--- src/rtl/core/scaled_glyph_text_pixel_assert.svh ---
// Assertion macros used by the text pixel queue.
`ifndef SCALED_GLYPH_TEXT_PIXEL_ASSERT_SVH
`define SCALED_GLYPH_TEXT_PIXEL_ASSERT_SVH

// Same-cycle implication, disabled during reset.
`define SGTP_ASSERT_NOW(lbl, clk, rst, ante, cons) \
  lbl: assert property (@(posedge clk) disable iff (rst) (ante) |-> (cons)) \
    else $error("assertion failed");

// Next-cycle implication, disabled during reset.
`define SGTP_ASSERT_NEXT(lbl, clk, rst, ante, cons) \
  lbl: assert property (@(posedge clk) disable iff (rst) (ante) |=> (cons)) \
    else $error("assertion failed");

`endif

--- src/rtl/core/sgtp_pkg.sv ---
// Shared types, constants and the 5x7 font ROM for the text pixel block.
`default_nettype none

package sgtp_pkg;

  localparam int CODE_W      = 8;
  localparam int XY_W        = 6;
  localparam int PIX_W       = 32;
  localparam int SCALE_REG_W = 4;
  localparam int CFG_IDX_W   = 2;
  localparam int CFG_DATA_W  = 32;

  localparam int MAX_SCALE   = 8;
  localparam int GLYPH_ROWS  = 7;
  localparam int GLYPH_COLS  = 5;

  localparam int SCALE_W   = $clog2(MAX_SCALE + 1);
  localparam int THR_W     = $clog2(GLYPH_ROWS * MAX_SCALE + 1);
  localparam int CMP_W     = (THR_W > XY_W) ? THR_W : XY_W;
  localparam int COL_IDX_W = $clog2(GLYPH_COLS + 1);
  localparam int ROW_IDX_W = $clog2(GLYPH_ROWS + 1);

  localparam int QUEUE_DEPTH = 4;
  localparam int QPTR_W      = $clog2(QUEUE_DEPTH);

  // register indexes
  localparam logic [CFG_IDX_W-1:0] REG_GLYPH_SCALE  = 2'd0;
  localparam logic [CFG_IDX_W-1:0] REG_INK_COLOR    = 2'd1;
  localparam logic [CFG_IDX_W-1:0] REG_SHADOW_COLOR = 2'd2;

  localparam logic [SCALE_REG_W-1:0] SCALE_RESET  = 4'd1;
  localparam logic [PIX_W-1:0]       INK_RESET    = 32'hFFE5_F4F7;
  localparam logic [PIX_W-1:0]       SHADOW_RESET = 32'hFF0A_0806;

  localparam logic [CODE_W-1:0] CHAR_LOWER_A = 8'h61;
  localparam logic [CODE_W-1:0] CHAR_LOWER_Z = 8'h7A;
  localparam logic [CODE_W-1:0] CASE_OFFSET  = 8'h20;

  typedef enum logic [1:0] {
    COVER_BG     = 2'd0,
    COVER_SHADOW = 2'd1,
    COVER_INK    = 2'd2
  } cover_t;

  // row 0 is the top row; bit GLYPH_COLS-1 of a row is the leftmost dot
  typedef logic [0:GLYPH_ROWS-1][GLYPH_COLS-1:0] glyph_t;

  typedef struct packed {
    glyph_t                 glyph;
    logic [COL_IDX_W-1:0]   ink_col;
    logic [ROW_IDX_W-1:0]   ink_row;
    logic [COL_IDX_W-1:0]   sh_col;
    logic [ROW_IDX_W-1:0]   sh_row;
    logic                   sh_ok;
    logic [PIX_W-1:0]       bg;
  } sgtp_item_t;

  // code is already folded to upper case
  function automatic glyph_t font_lookup(input logic [CODE_W-1:0] code);
    glyph_t g;
    unique case (code)
      8'h41: g = {5'h0E, 5'h11, 5'h11, 5'h1F, 5'h11, 5'h11, 5'h11}; // A
      8'h42: g = {5'h1E, 5'h11, 5'h11, 5'h1E, 5'h11, 5'h11, 5'h1E};
      8'h43: g = {5'h0F, 5'h10, 5'h10, 5'h10, 5'h10, 5'h10, 5'h0F};
      8'h44: g = {5'h1E, 5'h11, 5'h11, 5'h11, 5'h11, 5'h11, 5'h1E};
      8'h45: g = {5'h1F, 5'h10, 5'h10, 5'h1E, 5'h10, 5'h10, 5'h1F};
      8'h46: g = {5'h1F, 5'h10, 5'h10, 5'h1E, 5'h10, 5'h10, 5'h10};
      8'h47: g = {5'h0F, 5'h10, 5'h10, 5'h17, 5'h11, 5'h11, 5'h0E};
      8'h48: g = {5'h11, 5'h11, 5'h11, 5'h1F, 5'h11, 5'h11, 5'h11};
      8'h49: g = {5'h1F, 5'h04, 5'h04, 5'h04, 5'h04, 5'h04, 5'h1F};
      8'h4A: g = {5'h07, 5'h02, 5'h02, 5'h02, 5'h12, 5'h12, 5'h0C};
      8'h4B: g = {5'h11, 5'h12, 5'h14, 5'h18, 5'h14, 5'h12, 5'h11};
      8'h4C: g = {5'h10, 5'h10, 5'h10, 5'h10, 5'h10, 5'h10, 5'h1F};
      8'h4D: g = {5'h11, 5'h1B, 5'h15, 5'h15, 5'h11, 5'h11, 5'h11};
      8'h4E: g = {5'h11, 5'h19, 5'h15, 5'h13, 5'h11, 5'h11, 5'h11};
      8'h4F: g = {5'h0E, 5'h11, 5'h11, 5'h11, 5'h11, 5'h11, 5'h0E};
      8'h50: g = {5'h1E, 5'h11, 5'h11, 5'h1E, 5'h10, 5'h10, 5'h10};
      8'h51: g = {5'h0E, 5'h11, 5'h11, 5'h11, 5'h15, 5'h12, 5'h0D};
      8'h52: g = {5'h1E, 5'h11, 5'h11, 5'h1E, 5'h14, 5'h12, 5'h11};
      8'h53: g = {5'h0F, 5'h10, 5'h10, 5'h0E, 5'h01, 5'h01, 5'h1E};
      8'h54: g = {5'h1F, 5'h04, 5'h04, 5'h04, 5'h04, 5'h04, 5'h04};
      8'h55: g = {5'h11, 5'h11, 5'h11, 5'h11, 5'h11, 5'h11, 5'h0E};
      8'h56: g = {5'h11, 5'h11, 5'h11, 5'h11, 5'h11, 5'h0A, 5'h04};
      8'h57: g = {5'h11, 5'h11, 5'h11, 5'h15, 5'h15, 5'h1B, 5'h11};
      8'h58: g = {5'h11, 5'h11, 5'h0A, 5'h04, 5'h0A, 5'h11, 5'h11};
      8'h59: g = {5'h11, 5'h11, 5'h0A, 5'h04, 5'h04, 5'h04, 5'h04};
      8'h5A: g = {5'h1F, 5'h01, 5'h02, 5'h04, 5'h08, 5'h10, 5'h1F}; // Z
      8'h30: g = {5'h0E, 5'h11, 5'h13, 5'h15, 5'h19, 5'h11, 5'h0E}; // 0
      8'h31: g = {5'h04, 5'h0C, 5'h04, 5'h04, 5'h04, 5'h04, 5'h0E};
      8'h32: g = {5'h0E, 5'h11, 5'h01, 5'h02, 5'h04, 5'h08, 5'h1F};
      8'h33: g = {5'h1E, 5'h01, 5'h01, 5'h0E, 5'h01, 5'h01, 5'h1E};
      8'h34: g = {5'h02, 5'h06, 5'h0A, 5'h12, 5'h1F, 5'h02, 5'h02};
      8'h35: g = {5'h1F, 5'h10, 5'h10, 5'h1E, 5'h01, 5'h01, 5'h1E};
      8'h36: g = {5'h0E, 5'h10, 5'h10, 5'h1E, 5'h11, 5'h11, 5'h0E};
      8'h37: g = {5'h1F, 5'h01, 5'h02, 5'h04, 5'h08, 5'h08, 5'h08};
      8'h38: g = {5'h0E, 5'h11, 5'h11, 5'h0E, 5'h11, 5'h11, 5'h0E};
      8'h39: g = {5'h0E, 5'h11, 5'h11, 5'h0F, 5'h01, 5'h01, 5'h0E}; // 9
      8'h20: g = {5'h00, 5'h00, 5'h00, 5'h00, 5'h00, 5'h00, 5'h00}; // space
      8'h3A: g = {5'h00, 5'h04, 5'h04, 5'h00, 5'h04, 5'h04, 5'h00}; // colon
      8'h2F: g = {5'h01, 5'h02, 5'h04, 5'h08, 5'h10, 5'h00, 5'h00}; // slash
      8'h21: g = {5'h04, 5'h04, 5'h04, 5'h04, 5'h04, 5'h00, 5'h04}; // bang
      8'h2E: g = {5'h00, 5'h00, 5'h00, 5'h00, 5'h00, 5'h00, 5'h04}; // period
      8'h2D: g = {5'h00, 5'h00, 5'h00, 5'h0E, 5'h00, 5'h00, 5'h00}; // dash
      default: g = {5'h0E, 5'h11, 5'h01, 5'h02, 5'h04, 5'h00, 5'h04}; // '?'
    endcase
    return g;
  endfunction

endpackage

`default_nettype wire

--- src/rtl/core/scaled_glyph_text_pixel.sv ---
// Top level of the scaled 5x7 text overlay pixel generator.
// Usage:
//   Input side is a queue: drive char_code, cell_x, cell_y, background_pixel
//   with push high; the item is taken at an edge where full is low.
//   Result side is a queue: while empty is low, pixel_color and coverage show
//   the oldest result; it is taken at an edge where pop is high.
//   Registers are written through cfg_we / cfg_index / cfg_data, index 0 is
//   glyph_scale, 1 ink_color, 2 shadow_color; other indexes are dropped.
// Timing:
//   One item per cycle sustained while pop drains the results. A result
//   passes through the front register, then the queue, then the result
//   register before it shows on the output. The rate is set by the front
//   lookup/compare stage and the result register, each taking one item
//   per clock while not stalled.
// Stall:
//   When pop stays low the result register holds, the four-entry queue fills,
//   then the front stage holds and full rises; nothing is dropped.
// Reset:
//   rst (synchronous) empties all stages and loads scale 1 and the default
//   ink and shadow colors.
`default_nettype none

module scaled_glyph_text_pixel (
  input  logic                            clk,
  input  logic                            rst,
  input  logic                            push,
  output logic                            full,
  input  logic [sgtp_pkg::CODE_W-1:0]     char_code,
  input  logic [sgtp_pkg::XY_W-1:0]       cell_x,
  input  logic [sgtp_pkg::XY_W-1:0]       cell_y,
  input  logic [sgtp_pkg::PIX_W-1:0]      background_pixel,
  output logic                            empty,
  input  logic                            pop,
  output logic [sgtp_pkg::PIX_W-1:0]      pixel_color,
  output logic [1:0]                      coverage,
  input  logic                            cfg_we,
  input  logic [sgtp_pkg::CFG_IDX_W-1:0]  cfg_index,
  input  logic [sgtp_pkg::CFG_DATA_W-1:0] cfg_data
);
  import sgtp_pkg::*;

  // configuration registers
  logic [SCALE_REG_W-1:0] glyph_scale;
  logic [PIX_W-1:0]       ink_color;
  logic [PIX_W-1:0]       shadow_color;

  always_ff @(posedge clk) begin
    if (rst) begin
      glyph_scale  <= SCALE_RESET;
      ink_color    <= INK_RESET;
      shadow_color <= SHADOW_RESET;
    end else if (cfg_we) begin
      unique case (cfg_index)
        REG_GLYPH_SCALE:  glyph_scale  <= cfg_data[SCALE_REG_W-1:0];
        REG_INK_COLOR:    ink_color    <= cfg_data[PIX_W-1:0];
        REG_SHADOW_COLOR: shadow_color <= cfg_data[PIX_W-1:0];
        default: ; // unmapped index: ignored
      endcase
    end
  end

  // front -> queue
  logic       fr_in_ready;
  logic       fr_valid;
  logic       q_wr_ready;
  sgtp_item_t fr_item;

  // queue -> back
  logic       q_rd_valid;
  logic       bk_in_ready;
  sgtp_item_t q_item;

  logic       bk_valid;

  sgtp_front u_front (
    .clk              (clk),
    .rst              (rst),
    .in_valid         (push),
    .in_ready         (fr_in_ready),
    .char_code        (char_code),
    .cell_x           (cell_x),
    .cell_y           (cell_y),
    .background_pixel (background_pixel),
    .glyph_scale      (glyph_scale),
    .out_valid        (fr_valid),
    .out_ready        (q_wr_ready),
    .out_item         (fr_item)
  );

  sgtp_queue u_queue (
    .clk      (clk),
    .rst      (rst),
    .wr_valid (fr_valid),
    .wr_ready (q_wr_ready),
    .wr_item  (fr_item),
    .rd_valid (q_rd_valid),
    .rd_ready (bk_in_ready),
    .rd_item  (q_item)
  );

  sgtp_back u_back (
    .clk          (clk),
    .rst          (rst),
    .in_valid     (q_rd_valid),
    .in_ready     (bk_in_ready),
    .in_item      (q_item),
    .ink_color    (ink_color),
    .shadow_color (shadow_color),
    .out_valid    (bk_valid),
    .out_ready    (pop),
    .pixel_color  (pixel_color),
    .coverage     (coverage)
  );

  assign full  = !fr_in_ready;
  assign empty = !bk_valid;

endmodule

`default_nettype wire

--- src/rtl/core/sgtp_front.sv ---
// Front stage: case fold, font lookup and dot cell indexing for one pixel.
`default_nettype none

module sgtp_front (
  input  logic                             clk,
  input  logic                             rst,
  input  logic                             in_valid,
  output logic                             in_ready,
  input  logic [sgtp_pkg::CODE_W-1:0]      char_code,
  input  logic [sgtp_pkg::XY_W-1:0]        cell_x,
  input  logic [sgtp_pkg::XY_W-1:0]        cell_y,
  input  logic [sgtp_pkg::PIX_W-1:0]       background_pixel,
  input  logic [sgtp_pkg::SCALE_REG_W-1:0] glyph_scale,
  output logic                             out_valid,
  input  logic                             out_ready,
  output sgtp_pkg::sgtp_item_t             out_item
);
  import sgtp_pkg::*;

  logic                 valid;
  sgtp_item_t           item;
  sgtp_item_t           item_next;
  logic [CODE_W-1:0]    code_f;
  logic [SCALE_W-1:0]   scale_eff;
  logic [CMP_W-1:0]     px;
  logic [CMP_W-1:0]     py;
  logic [CMP_W-1:0]     thr [1:GLYPH_ROWS];

  always_comb begin
    if (glyph_scale == '0) begin
      scale_eff = SCALE_W'(1);
    end else if (32'(glyph_scale) > MAX_SCALE) begin
      scale_eff = SCALE_W'(MAX_SCALE);
    end else begin
      scale_eff = SCALE_W'(glyph_scale);
    end
  end

  // k * scale boundaries; multiplier is a small constant per k
  always_comb begin
    for (int k = 1; k <= GLYPH_ROWS; k++) begin
      thr[k] = CMP_W'(k) * CMP_W'(scale_eff);
    end
  end

  assign code_f = (char_code >= CHAR_LOWER_A && char_code <= CHAR_LOWER_Z) ?
                  char_code - CASE_OFFSET : char_code;
  assign px = CMP_W'(cell_x);
  assign py = CMP_W'(cell_y);

  // dot index = number of boundaries at or below the offset; the shadow looks
  // one pixel up-left, i.e. boundaries strictly below the offset
  always_comb begin
    item_next.glyph   = font_lookup(code_f);
    item_next.bg      = background_pixel;
    item_next.sh_ok   = (cell_x != '0) && (cell_y != '0);
    item_next.ink_col = '0;
    item_next.sh_col  = '0;
    item_next.ink_row = '0;
    item_next.sh_row  = '0;
    for (int k = 1; k <= GLYPH_COLS; k++) begin
      item_next.ink_col = item_next.ink_col + COL_IDX_W'(px >= thr[k]);
      item_next.sh_col  = item_next.sh_col  + COL_IDX_W'(px >  thr[k]);
    end
    for (int k = 1; k <= GLYPH_ROWS; k++) begin
      item_next.ink_row = item_next.ink_row + ROW_IDX_W'(py >= thr[k]);
      item_next.sh_row  = item_next.sh_row  + ROW_IDX_W'(py >  thr[k]);
    end
  end

  assign in_ready = !valid || out_ready;

  always_ff @(posedge clk) begin
    if (rst) begin
      valid <= 1'b0;
    end else if (in_ready) begin
      valid <= in_valid;
    end
  end

  always_ff @(posedge clk) begin
    if (in_valid && in_ready) begin
      item <= item_next;
    end
  end

  assign out_valid = valid;
  assign out_item  = item;

endmodule

`default_nettype wire

--- src/rtl/core/sgtp_queue.sv ---
// Short queue between the front and back stages.
`default_nettype none

module sgtp_queue (
  input  logic                 clk,
  input  logic                 rst,
  input  logic                 wr_valid,
  output logic                 wr_ready,
  input  sgtp_pkg::sgtp_item_t wr_item,
  output logic                 rd_valid,
  input  logic                 rd_ready,
  output sgtp_pkg::sgtp_item_t rd_item
);
  import sgtp_pkg::*;

  sgtp_item_t          mem [QUEUE_DEPTH];
  logic [QPTR_W-1:0]   wr_ptr;
  logic [QPTR_W-1:0]   rd_ptr;
  logic [QPTR_W:0]     count;
  logic                wr;
  logic                rd;

  assign wr_ready = (count != (QPTR_W + 1)'(QUEUE_DEPTH));
  assign rd_valid = (count != '0);
  assign wr       = wr_valid && wr_ready;
  assign rd       = rd_ready && rd_valid;
  assign rd_item  = mem[rd_ptr];

  always_ff @(posedge clk) begin
    if (rst) begin
      wr_ptr <= '0;
      rd_ptr <= '0;
      count  <= '0;
    end else begin
      if (wr) wr_ptr <= wr_ptr + QPTR_W'(1);
      if (rd) rd_ptr <= rd_ptr + QPTR_W'(1);
      if (wr && !rd) begin
        count <= count + (QPTR_W + 1)'(1);
      end else if (rd && !wr) begin
        count <= count - (QPTR_W + 1)'(1);
      end
    end
  end

  always_ff @(posedge clk) begin
    if (wr) begin
      mem[wr_ptr] <= wr_item;
    end
  end

`include "scaled_glyph_text_pixel_assert.svh"

  `SGTP_ASSERT_NOW(a_count_bound, clk, rst, 1'b1, count <= (QPTR_W + 1)'(QUEUE_DEPTH))
  `SGTP_ASSERT_NEXT(a_count_up, clk, rst, wr && !rd, count == $past(count) + 1'b1)
  `SGTP_ASSERT_NEXT(a_count_down, clk, rst, rd && !wr, count == $past(count) - 1'b1)
  `SGTP_ASSERT_NOW(a_ptr_gap, clk, rst, 1'b1,
                   (wr_ptr - rd_ptr) == QPTR_W'(count))

endmodule

`default_nettype wire

--- src/rtl/core/sgtp_back.sv ---
// Back stage: dot test, color pick and the result register.
`default_nettype none

module sgtp_back (
  input  logic                        clk,
  input  logic                        rst,
  input  logic                        in_valid,
  output logic                        in_ready,
  input  sgtp_pkg::sgtp_item_t        in_item,
  input  logic [sgtp_pkg::PIX_W-1:0]  ink_color,
  input  logic [sgtp_pkg::PIX_W-1:0]  shadow_color,
  output logic                        out_valid,
  input  logic                        out_ready,
  output logic [sgtp_pkg::PIX_W-1:0]  pixel_color,
  output logic [1:0]                  coverage
);
  import sgtp_pkg::*;

  logic              valid;
  logic [PIX_W-1:0]  color;
  cover_t            cov;
  logic [PIX_W-1:0]  color_next;
  cover_t            cov_next;
  logic              ink_dot;
  logic              sh_dot;

  always_comb begin
    ink_dot = 1'b0;
    sh_dot  = 1'b0;
    if (32'(in_item.ink_row) < GLYPH_ROWS && 32'(in_item.ink_col) < GLYPH_COLS) begin
      ink_dot = in_item.glyph[in_item.ink_row]
                             [COL_IDX_W'(GLYPH_COLS - 1) - in_item.ink_col];
    end
    if (in_item.sh_ok && 32'(in_item.sh_row) < GLYPH_ROWS &&
        32'(in_item.sh_col) < GLYPH_COLS) begin
      sh_dot = in_item.glyph[in_item.sh_row]
                            [COL_IDX_W'(GLYPH_COLS - 1) - in_item.sh_col];
    end
  end

  // ink wins over shadow
  always_comb begin
    priority if (ink_dot) begin
      color_next = ink_color;
      cov_next   = COVER_INK;
    end else if (sh_dot) begin
      color_next = shadow_color;
      cov_next   = COVER_SHADOW;
    end else begin
      color_next = in_item.bg;
      cov_next   = COVER_BG;
    end
  end

  assign in_ready = !valid || out_ready;

  always_ff @(posedge clk) begin
    if (rst) begin
      valid <= 1'b0;
    end else if (in_ready) begin
      valid <= in_valid;
    end
  end

  always_ff @(posedge clk) begin
    if (in_valid && in_ready) begin
      color <= color_next;
      cov   <= cov_next;
    end
  end

  assign out_valid   = valid;
  assign pixel_color = color;
  assign coverage    = cov;

endmodule

`default_nettype wire
--- config.mk ---
export PLATFORM = sky130hd
export DESIGN_NAME = scaled_glyph_text_pixel
export DESIGN_NICKNAME = d
export VERILOG_FILES = /design/src/rtl/core/sgtp_pkg.sv /design/src/rtl/core/scaled_glyph_text_pixel.sv /design/src/rtl/core/sgtp_front.sv /design/src/rtl/core/sgtp_queue.sv /design/src/rtl/core/sgtp_back.sv
export VERILOG_INCLUDE_DIRS = /design/src /design/src/rtl/core
export SDC_FILE = /design/constraint.sdc
export NUM_CORES = 1
export LEC_CHECK = 0
export BUFFER_PORTS_ARGS = -buffer_cell sky130_fd_sc_hd__buf_4
export CORE_MARGIN = 4
export CORE_UTILIZATION = 57
export DETAILED_ROUTE_END_ITERATION = 16
export GPL_ROUTABILITY_DRIVEN = 0
export PLACE_DENSITY = 0.75
export SLEW_MARGIN = 20
export SYNTH_ARGS = -nofsm -noshare
export SYNTH_HDL_FRONTEND = slang
export SYNTH_MEMORY_MAX_BITS = 65536
export SYNTH_SLANG_ARGS = --single-unit
--- constraint.sdc ---
create_clock -name clk -period 9.4 [get_ports clk]
set_input_delay 0.94 -clock clk [delete_from_list [all_inputs] [get_ports clk]]
set_output_delay 0.94 -clock clk [all_outputs]
set_load 0.1 [all_outputs]
# ---- Yosys cells after proc, flatten, opt, wreduce, memory -nomap -nowiden
# Memories as Yosys holds them, arrays and structs flattened. A register that Yosys moved wholly into a read port is not among the register bits.
# Cells that the tools add are included.
# W data, S select, Z words.
dict set report word_totals {
  regBits 156
  latchBits 0
  ram_bits 320
  rom_bits 4480
  out_inout_bits 36
  elab_cells 139
  memories 2
}
dict set report op_classes {
  n_addsub 27
  mul 4
  div 0
  magnitude_cmp 35
  eq_ne 3
  shift 0
  muxes 24
  bitwise 2
  n_reduce_logical 26
}
# name depth width rd rd_clocked_by_memory_dff write_ports line
set memory_table {}
lappend memory_table {{(no name shown)} 128 35 1 1 0 sgtp_pkg.sv:61} ;# unique case (code)
lappend memory_table {u_queue.mem 4 80 1 1 1 sgtp_queue.sv:16} ;# sgtp_item_t mem [QUEUE_DEPTH];
# cell n
set ops {}
lappend ops {{$mux W32} 2}
lappend ops {{$add A3 B1 Y3} 16}
lappend ops {{$ge A6 B6 Y1} 8}
lappend ops {{$gt A6 B6 Y1} 8}
lappend ops {{$bmux W5 S3} 2}
lappend ops {{$mux W5} 4}
lappend ops {{$ge A6 B4 Y1} 2}
lappend ops {{$ge A6 B5 Y1} 2}
lappend ops {{$gt A6 B4 Y1} 2}
lappend ops {{$gt A6 B5 Y1} 2}
lappend ops {{$lt A3 B3 Y1 const B} 4}
lappend ops {{$mul A3 B4 Y6 const A} 2}
lappend ops {{$reduce_bool A6 Y1} 2}
lappend ops {{$logic_and A1 B1 Y1} 10}
lappend ops {{$add A1 B1 Y2} 4}
lappend ops {{$ge A4 B4 Y1 const B} 2}
lappend ops {{$ge A8 B7 Y1 const B} 1}
lappend ops {{$le A8 B7 Y1 const B} 1}
lappend ops {{$lt A3 B4 Y1 const B} 2}
lappend ops {{$mux W4} 2}
lappend ops {{$mux W8} 1}
lappend ops {{$not A3 Y4} 2}
lappend ops {{$sub A8 B6 Y8 const B} 1}
lappend ops {{$mux W1} 7}
lappend ops {{other kinds (20)} 32}

# ---- Longest topological paths before layout
# Gate-level depths: netlist of the first run.
dict set report logic_depth {
  depth_word 10
  ltp_mapped 21
  mapped_depth_nobuf 21
}

# ---- By module
# From an unflattened synthesis of the first run, not the netlist that was laid out.
dict set report hier_totals {
  hier_cells 1752
  hier_area_um2 24325.8
}
# module instances cells_each area_per_inst_um2
set by_module_without_submodules {}
lappend by_module_without_submodules {sgtp_queue 1 466 12091.6}
lappend by_module_without_submodules {sgtp_front 1 691 6526.3}
lappend by_module_without_submodules {sgtp_back 1 311 2867.8}
lappend by_module_without_submodules {scaled_glyph_text_pixel 1 284 2840.2}

# ---- Worst setup path after synthesis of the first run
# No wires, ideal clock.
dict set report synth_timing {
  kind {register to register}
  from {register u_queue.count[0]}
  to {register u_front.item (netlist bit u_front.out_item[0]) (enable)}
  t_arrival_ns 4.682
  required_ns 8.873
  path_slack_ns 4.192
  path_stages_with_launch 4
  path_buffers 0
  cell_sequence {dfxtp_1 -> nor2_1 -> and3_1 -> nor2b_1}
}
dict set report synth_via {
  elab_chain_cells 3
}
# item line
set synth_lines {}
lappend synth_lines {{from (decl)} sgtp_queue.sv:19} ;# logic [QPTR_W:0] count;
lappend synth_lines {{from (signal assigned)} sgtp_queue.sv:38} ;# count <= count + (QPTR_W + 1)'(1);
lappend synth_lines {{from (signal assigned)} sgtp_queue.sv:40} ;# count <= count - (QPTR_W + 1)'(1);
lappend synth_lines {{$ne A3 B3 Y1} sgtp_queue.sv:23} ;# assign wr_ready = (count != (QPTR_W + 1)'(QUEUE_DEPTH));
lappend synth_lines {{$logic_or A1 B1 Y1} sgtp_front.sv:71} ;# assign in_ready = !valid || out_ready;
lappend synth_lines {{$logic_and A1 B1 Y1} sgtp_front.sv:82} ;# if (in_valid && in_ready) begin
lappend synth_lines {{to (signal assigned)} sgtp_front.sv:83} ;# item <= item_next;
lappend synth_lines {{to (decl)} sgtp_front.sv:21} ;# sgtp_item_t item;
# Every way passes these cells.
# A chain may end at the register's enable or synchronous reset.

==> parameters.txt, run 1 <==
Parameter                              Value

Status
  Outcome ... completed

Timing
  Unrepaired setup endpoints after global routing ... false
  Transition time of the tightest slew-check pin ... 1.05 ns
  Final worst-path cycle share ... 60.6%
  Clock skew after layout ... 0.0224 ns
  Setup violations, final ... 0
  Achievable clock frequency ... 176 MHz
  Worst relative slew slack ... 29.7%
  Setup Total Neg Slack ... 0 ns
  Count of final max-slew check failures ... 0
  Final number of hold-violating endpoints ... 0
  Minimum period implied by the final worst setup slack ... 5.69 ns

Route
  Average via count per standard cell ... 6.27
  Initial DRC count ... 1811
  WL/cell ... 21.9 um
  DRC ... 0
  Number of vias in the routed layout ... 15075
  Final antenna-violating net count ... 0
  Sum of routed wire length over all layers ... 52.7 mm
  Detailed-routing iteration count for the pre-antenna-repair pass ... 7

Yosys
  Total number of yosys warnings ... 0
  Combined area of all synthesized cells ... 0.0237 sq mm
  Simple-gate share of the synthesized area ... 10.1%
  Combinational family with the most area after synthesis ... simple AND/OR/NAND/NOR gates
  Register area share after synthesis ... 61.8%
  Syn Nets ... 1940
  Post-Synth Adder-Cell Area ... 5.88%
  Area share of xor/xnor cells in the synthesized design ... 0.518%
  Number of flops mapped to enable cells by yosys ... 434
  Netlist cell types ... 71
  Complex-gate fraction of the synthesized area ... 9.07%
  Cell count after synthesis ... 1750
  Prevailing post-synth register cell ... sky130_fd_sc_hd__edfxtp_1
  Synthesized area per cell ... 13.5 sq um
  Portion of netlist area occupied by mux cells ... 9.48%
  Post-synthesis register bit count ... 513
  Async S/R FF share, synth ... 0%

Setup path
  R2r setup slk ... 3.71 ns
  Critical Setup Path Class ... flip-flop to flip-flop
  Cell-by-cell trace of the critical path ... inv_1, nand2_1, inv_1, ha_1, inv_1, fa_1, xor2_1, ha_1, a21o_1, maj3_1, a21oi_1, o21ai_0, fa_1, fa_1, ha_1, fa_1, xor2_1
  Crit-path leading delay family ... adder cells
  Element type at the critical path start ... flip-flop
  Largest stage delay on the critical path ... 0.55 ns
  Crit path top cell by count ... sky130_fd_sc_hd__fa_1
  Req. time, crit path ... 9.70 ns
  Worst path slowest cell ... sky130_fd_sc_hd__fa_1
  Critical path data arrival time ... 6.00 ns
  Max FO, Critical Path ... 11
  Setup crit end kind ... flip-flop
  Critical path buffers and inverters ... 3

GRT
  First-pass GRT wire length ... 82.3 mm
  Maximum number of pins on one net before global-route repair ... 79
  Overall track demand over capacity in global routing ... 23.0%
  Initial antenna violation count ... 0
  Via count of the first global-routing pass ... 14842
  Congestion Overflow GR ... 0

Power and ir drop
  Leakage dissipation ... 0.00929 uW
  Largest vdd supply drop ... 0.220 mV
  Power consumption ... 7590 uW
  Power per unit of standard cell area ... 287 mW/mm^2

Layout
  Area used by multi-input combinational logic ... 0.00836 sq mm
  Most frequent cells in the layout ... sky130_fd_sc_hd__edfxtp_1, sky130_fd_sc_hd__nand2_1, sky130_fd_sc_hd__buf_4
  Area growth from synthesis to layout ... 11.9%
  Sequential cell area ... 0.0146 sq mm
  Number of nets in the final layout ... 2026
  Count of filler cells inserted in the layout ... 2971
  Fraction of final layout cells sized beyond drive strength 1 ... 18.1%
  Inserted Diodes ... 0
  Most common library cell in the layout ignoring fill and taps ... sky130_fd_sc_hd__edfxtp_1

Floorplan
  Starting density of the core ... 57.8%
  Number of standard-cell rows in the floorplan ... 74
  Y dimension of the die ... 212 um
  Die Footprint ... 0.0448 sq mm
  IO Pins ... 127
  Core Box Area ... 0.0409 sq mm
  Die extent in x ... 212 um

Clock network
  Reg clk slew, reported paths ... 0.06 ns
  Number of hold buffers added after cts ... 0
  TritonCTS Buffers ... 50
  CTS Sinks ... 513
  TritonCTS clock tree ... done
  Clock latency on the worst-skew pair ... 0.57 ns
  Maximum level of the CTS H-tree ... 2
  Bufs on Longest Clock Path ... 3
  Cell chosen for the clock root ... sky130_fd_sc_hd__clkbuf_16
  PostCTS Resize Cnt ... 0
  Buffers inserted by post-CTS timing repair ... 0

Job
  Maximum Capacitance Violations ... 0

Placed design
  DP Wirelength ... 33.5 mm
  Buffers added on ports ... 126

Worst hold path
  Class of the tightest hold or removal check ... flip-flop to flip-flop
-- synth_stat cells (5+ instances only) --
cell | n | area [sq um]
sky130_fd_sc_hd__buf_2 | 10 | 50.1
sky130_fd_sc_hd__a22oi_1 | 13 | 97.6
sky130_fd_sc_hd__buf_4 | 6 | 45.0
sky130_fd_sc_hd__nand3_1 | 49 | 245
sky130_fd_sc_hd__mux4_2 | 82 | 1850
sky130_fd_sc_hd__nor2_1 | 79 | 297
sky130_fd_sc_hd__and2_1 | 6 | 37.5
sky130_fd_sc_hd__a21oi_1 | 93 | 465
sky130_fd_sc_hd__nor3_1 | 13 | 65.1
sky130_fd_sc_hd__clkbuf_1 | 80 | 300
sky130_fd_sc_hd__buf_6 | 7 | 78.8
sky130_fd_sc_hd__dfxtp_1 | 79 | 1580
sky130_fd_sc_hd__buf_1 | 6 | 22.5
sky130_fd_sc_hd__ha_1 | 84 | 1050
sky130_fd_sc_hd__inv_1 | 65 | 244
sky130_fd_sc_hd__nor4_1 | 33 | 206
sky130_fd_sc_hd__o21a_1 | 6 | 45.0
sky130_fd_sc_hd__xnor2_1 | 6 | 52.6
sky130_fd_sc_hd__a31oi_1 | 17 | 106
sky130_fd_sc_hd__fa_1 | 15 | 300
sky130_fd_sc_hd__nand2_1 | 196 | 736
sky130_fd_sc_hd__nor2b_1 | 27 | 169
sky130_fd_sc_hd__nand3b_1 | 42 | 315
sky130_fd_sc_hd__o21ai_0 | 87 | 435
sky130_fd_sc_hd__nand2b_1 | 18 | 113
sky130_fd_sc_hd__edfxtp_1 | 434 | 13000
sky130_fd_sc_hd__mux2i_1 | 34 | 340
sky130_fd_sc_hd__xor2_1 | 8 | 70.1
sky130_fd_sc_hd__o21ai_1 | 10 | 50.1
sky130_fd_sc_hd__a211oi_1 | 15 | 113
sky130_fd_sc_hd__and3_1 | 5 | 31.3
sky130_fd_sc_hd__nand4_1 | 11 | 68.8
sky130_fd_sc_hd__or2_2 | 6 | 37.5
sky130_fd_sc_hd__a31oi_2 | 20 | 250
sky130_fd_sc_hd__a21o_1 | 20 | 150
-- kinds of logic (layout without fill, tap and decap cells) --
kind of cell | after synthesis | after routing
adders and majority gates | 103 | 103
DFF | 513 | 513
AOI/OAI and AO/OA | 330 | 330
xor gates and xnor gates | 14 | 14
muxes | 121 | 121
buffers and inverters | 175 | 298
and+or+nand+nor | 494 | 494
-- sequential cells by signal, indices dropped and copies added (netlist names), named ones only --
register	flops
u_queue.mem	320
u_queue.rd_ptr	2
u_front.out_valid	1
glyph_scale	4
u_back.out_valid	1
u_queue.count	3
u_front.out_item	80
shadow_color	32
u_queue.wr_ptr	2
ink_color	32
u_back.pixel_color	32
u_back.coverage	2
-- layout make-up --
class | instances | share of cell area [%]
Tap cell | 532 | 2.51
Multi-Input combinational cell | 1062 | 31.6
Inverter | 66 | 0.936
Timing Repair Buffer | 143 | 4.05
Clock buffer | 65 | 5.06
Sequential cell | 513 | 55.2
Clock inverter | 24 | 0.624
-- layer usage --
metal  share of wire [%]  routed length (um)  track usage [%]
met1                  41               21700             32.9
met2                  49               25700             38.2
met3                 7.9                4170             3.17
met4                 2.0                1050             5.11
met5                   0                   0                0
-- path summary, 6_finish.rpt --
| check | startpoint | to | cells after the start |
|---|---|---|---|
| worst min register to register | shadow_color[10] | shadow_color[10] | 2 |
| worst max register to register | glyph_scale[3] | u_front.out_item[41] | 17 |
| worst max-delay path | glyph_scale[3] | u_front.out_item[41] | 17 |
| worst min-delay path | shadow_color[10] | shadow_color[10] | 2 |
-- per-stage QoR --
stage	std cells	cell area (sq um)	worst slack (ns)	utilization, %	hold slack, ns
2_1_floorplan	1750	23700	4.19	-	0.437
3_3_place_gp	2316	25000	3.98	61.0	0.442
3_5_place_dp	2316	25000	3.75	61.0	0.451
4_1_cts	2405	26500	3.73	64.7	0.462
5_1_grt	2405	26500	3.35	64.7	0.481
6_report	2405	26500	3.71	64.7	0.461
-- worst register-to-register path, stage by stage (launching register included) --
cell and delay, ns:
sky130_fd_sc_hd__dfxtp_1 0.42, sky130_fd_sc_hd__inv_1 0.36, sky130_fd_sc_hd__nand2_1 0.39, sky130_fd_sc_hd__inv_1 0.27, sky130_fd_sc_hd__ha_1 0.23, sky130_fd_sc_hd__inv_1 0.06, sky130_fd_sc_hd__fa_1 0.39, sky130_fd_sc_hd__xor2_1 0.31
sky130_fd_sc_hd__ha_1 0.31, sky130_fd_sc_hd__a21o_1 0.17, sky130_fd_sc_hd__maj3_1 0.34, sky130_fd_sc_hd__a21oi_1 0.20, sky130_fd_sc_hd__o21ai_0 0.17, sky130_fd_sc_hd__fa_1 0.55, sky130_fd_sc_hd__fa_1 0.50, sky130_fd_sc_hd__ha_1 0.23
sky130_fd_sc_hd__fa_1 0.38, sky130_fd_sc_hd__xor2_1 0.18
-- report_power, final --
group	total (uW)	switching, uW	leakage [uW]	internal [uW]
Combinational	2750	1890	0.00391	863
Clock	1840	807	0.000729	1030
Sequential	3000	171	0.00465	2830
Total	7590	2870	0.00929	4730
(Power assumes the default switching activity.)
==> run 2, diff against run 1 <==
clock period = 5.55 ns   (was 9.4 ns; I/O delays follow)
==> parameters.txt, run 2 (synthesis gave the netlist of run 1 again) <==
Parameter                              Value

Setup path
  Largest stage delay on the critical path ... 0.53 ns (-0.02 ns)
  Crit path top cell by count ... sky130_fd_sc_hd__fa_1
  Element type at the critical path start ... flip-flop
  Setup crit end kind ... flip-flop
  Max FO, Critical Path ... 11 (unchanged)
  Req. time, crit path ... 5.86 ns (-3.84 ns)
  Critical Setup Path Class ... flip-flop to flip-flop
  Worst R2R Start ... glyph_scale[3]
  Critical path startpoint ... glyph_scale[3]
  Worst path slowest cell ... sky130_fd_sc_hd__fa_1
  Critical path data arrival time ... 5.37 ns (-0.63 ns)
  Cell-by-cell trace of the critical path ... nor2b_1, inv_1, fa_1, xor2_1, ha_1, a21o_1, maj3_1, a21oi_1, o21ai_0, fa_1, fa_1, ha_1, fa_1, xor2_1

Floorplan
  Core Box Area ... 0.0409 sq mm (unchanged)
  Y dimension of the die ... 212 um (unchanged)
  Number of standard-cell rows in the floorplan ... 74 (unchanged)
  Starting density of the core ... 57.8% (unchanged)
  Die extent in x ... 212 um (unchanged)
  IO Pins ... 127 (unchanged)
  Die Footprint ... 0.0448 sq mm (unchanged)

Placed design
  Placed Area ... 0.0250 sq mm (+0.22%)
  Buffers added on ports ... 126 (unchanged)
  DP Wirelength ... 33.4 mm (-0.22%)

Route
  Sum of routed wire length over all layers ... 53.5 mm (+1.6%)
  WL/cell ... 22.2 um (+1.3%)
  Number of vias in the routed layout ... 15102 (+0.18%)
  Final antenna-violating net count ... 0 (unchanged)
  Detailed-routing iteration count for the pre-antenna-repair pass ... 6 (-1)
  Average via count per standard cell ... 6.26 (-0.11%)
  Initial DRC count ... 1959 (+8.2%)
  DRC ... 0 (unchanged)

Power and ir drop
  Power share of the clock group ... 25.6% (+1.4 points)
  Part of the total power dissipated in sequential elements ... 38.4% (-1.1 points)
  Power consumption ... 13200 uW (+73%)
  Leakage dissipation ... 0.00938 uW (+1.0%)
  Switch Pwr ... 4880 uW (+70%)
  Power share of the combinational group ... 35.9% (-0.3 points)
  Internal Power ... 8270 uW (+75%)
  Power per unit of standard cell area ... 494 mW/mm^2 (+72%)
  Switching power share of the total ... 37.1% (-0.65 points)
  Largest vdd supply drop ... 0.431 mV (+96%)

Timing
  Setup violations, final ... 0 (unchanged)
  Unrepaired setup endpoints after global routing ... false
  Worst relative slew slack ... 35.2% (+5.5 points)
  Final worst-path cycle share ... 91.1% (+31 points)
  Transition time of the tightest slew-check pin ... 0.959 ns (-0.0954 ns)
  Minimum period implied by the final worst setup slack ... 5.06 ns (-0.635 ns)
  Achievable clock frequency ... 198 MHz (+13%)
  Final number of hold-violating endpoints ... 0 (unchanged)
  Clock skew after layout ... 0.0205 ns (-0.00192 ns)
  Count of final max-slew check failures ... 0 (unchanged)
  Setup Total Neg Slack ... 0 ns (unchanged)

GRT
  Maximum number of pins on one net before global-route repair ... 81 (+2.5%)
  Congestion Overflow GR ... 0 (unchanged)
  Initial antenna violation count ... 0 (unchanged)
  Overall track demand over capacity in global routing ... 23.6% (+0.60 points)
  Via count of the first global-routing pass ... 15061 (+1.5%)
  First-pass GRT wire length ... 83.8 mm (+1.8%)

Layout
  Fraction of final layout cells sized beyond drive strength 1 ... 18.4% (+0.25 points)
  Most common library cell in the layout ignoring fill and taps ... sky130_fd_sc_hd__edfxtp_1
  Number of nets in the final layout ... 2033 (+0.35%)
  Most frequent cells in the layout ... sky130_fd_sc_hd__edfxtp_1, sky130_fd_sc_hd__nand2_1, sky130_fd_sc_hd__buf_4
  Inserted Diodes ... 0 (unchanged)
  Most flop-heavy register ... u_queue.mem
  Fraction of the core area covered by cells at the end of the flow ... 65.1% (+0.42 points)
  Area growth from synthesis to layout ... 12.6%
  Final std cell area, no fill ... 0.0266 sq mm (+0.66%)
  Count of filler cells inserted in the layout ... 2931 (-1.3%)
  Flip-flop count of the largest register after layout ... 320 (unchanged)

Status
  Outcome ... completed

Clock network
  Bufs on Longest Clock Path ... 3 (unchanged)
  CTS Sinks ... 513 (unchanged)
  Cell chosen for the clock root ... sky130_fd_sc_hd__clkbuf_16
  Buffers inserted by post-CTS timing repair ... 0 (unchanged)
  Clock latency on the worst-skew pair ... 0.57 ns (about the same)
  Reg clk slew, reported paths ... 0.06 ns (about the same)
  TritonCTS Buffers ... 50 (unchanged)
  PostCTS Resize Cnt ... 0 (unchanged)
  TritonCTS clock tree ... done
  Maximum level of the CTS H-tree ... 2 (unchanged)
  Number of hold buffers added after cts ... 0 (unchanged)

Worst hold path
  Class of the tightest hold or removal check ... input pin to flip-flop
  Worst hold start ... background_pixel[29]

Job
  Maximum Capacitance Violations ... 0 (unchanged)
[run 2: cell types whose count changed in the layout (fill, tap and decap cells not counted), sizes merged]
cell	previous run	this run
buf	143	150
bufinv	1	7
clkbuf	65	64
clkinv	17	16
clkinvlp	3	1
inv	69	67
[run 2: power groups by stage]
stage | registers [uW] | logic, uW | clock network, uW
after detailed placement | 5130 | 4680 | 0
after global routing | 5100 | 5010 | 3570
final | 5050 | 4730 | 3370
after global placement | 5110 | 4620 | 0
after floorplan | 5960 | 2660 | 0
after CTS | 5060 | 4720 | 3410
[run 2: layout make-up]
cell class,instances,area [sq um],share of cell area (%)
well taps,532,666,2.50
multi-input cells,1062,8350,31.3
inverters,66,248,0.930
clock buffers,64,1330,4.97
repair buffers,150,1140,4.29
clock inverters,25,294,1.10
flip-flops and latches,513,14600,54.9
[run 2: final timing paths]
| check | slack, ns | depth (start not counted) | end |
|---|---|---|---|
| max | 0.49 | 14 | u_front.out_item[41] |
| min | 0.16 | 1 | u_front.out_item[29] |
| max reg2reg | 0.49 | 14 | u_front.out_item[41] |
| min reg2reg | 0.46 | 2 | ink_color[20] |
[run 2: metrics by stage]
step | hold slack [ns] | worst slack, ns | std cells
global route | 0.145 | 0.166 | 2412
finish | 0.163 | 0.493 | 2412
CTS | 0.145 | 0.496 | 2412
floorplan | 0.437 | 0.342 | 1750
detailed placement | 0.448 | 0.525 | 2323
global placement | 0.442 | 0.661 | 2323
[run 2: critical path, delay by kind of cell (launching register included)]
family	cells	cell delay, ns
flops	1	0.42
buf+inv	1	0.29
fa+ha+maj	7	2.74
compound gates	3	0.53
xor+xnor	2	0.45
simple gates	1	0.39
[run 2: per-layer routing]
metal | wire length [um] | part of all wire (%) | vias to the layer above | track usage [%]
met5 | 0 | 0 | - | 0
met4 | 1040 | 2.0 | 0 | 5.55
li1 | - | - | 6828 | -
met1 | 21600 | 40 | 7429 | 32.7
met3 | 4240 | 7.9 | 104 | 3.75
met2 | 26600 | 50 | 741 | 39.9
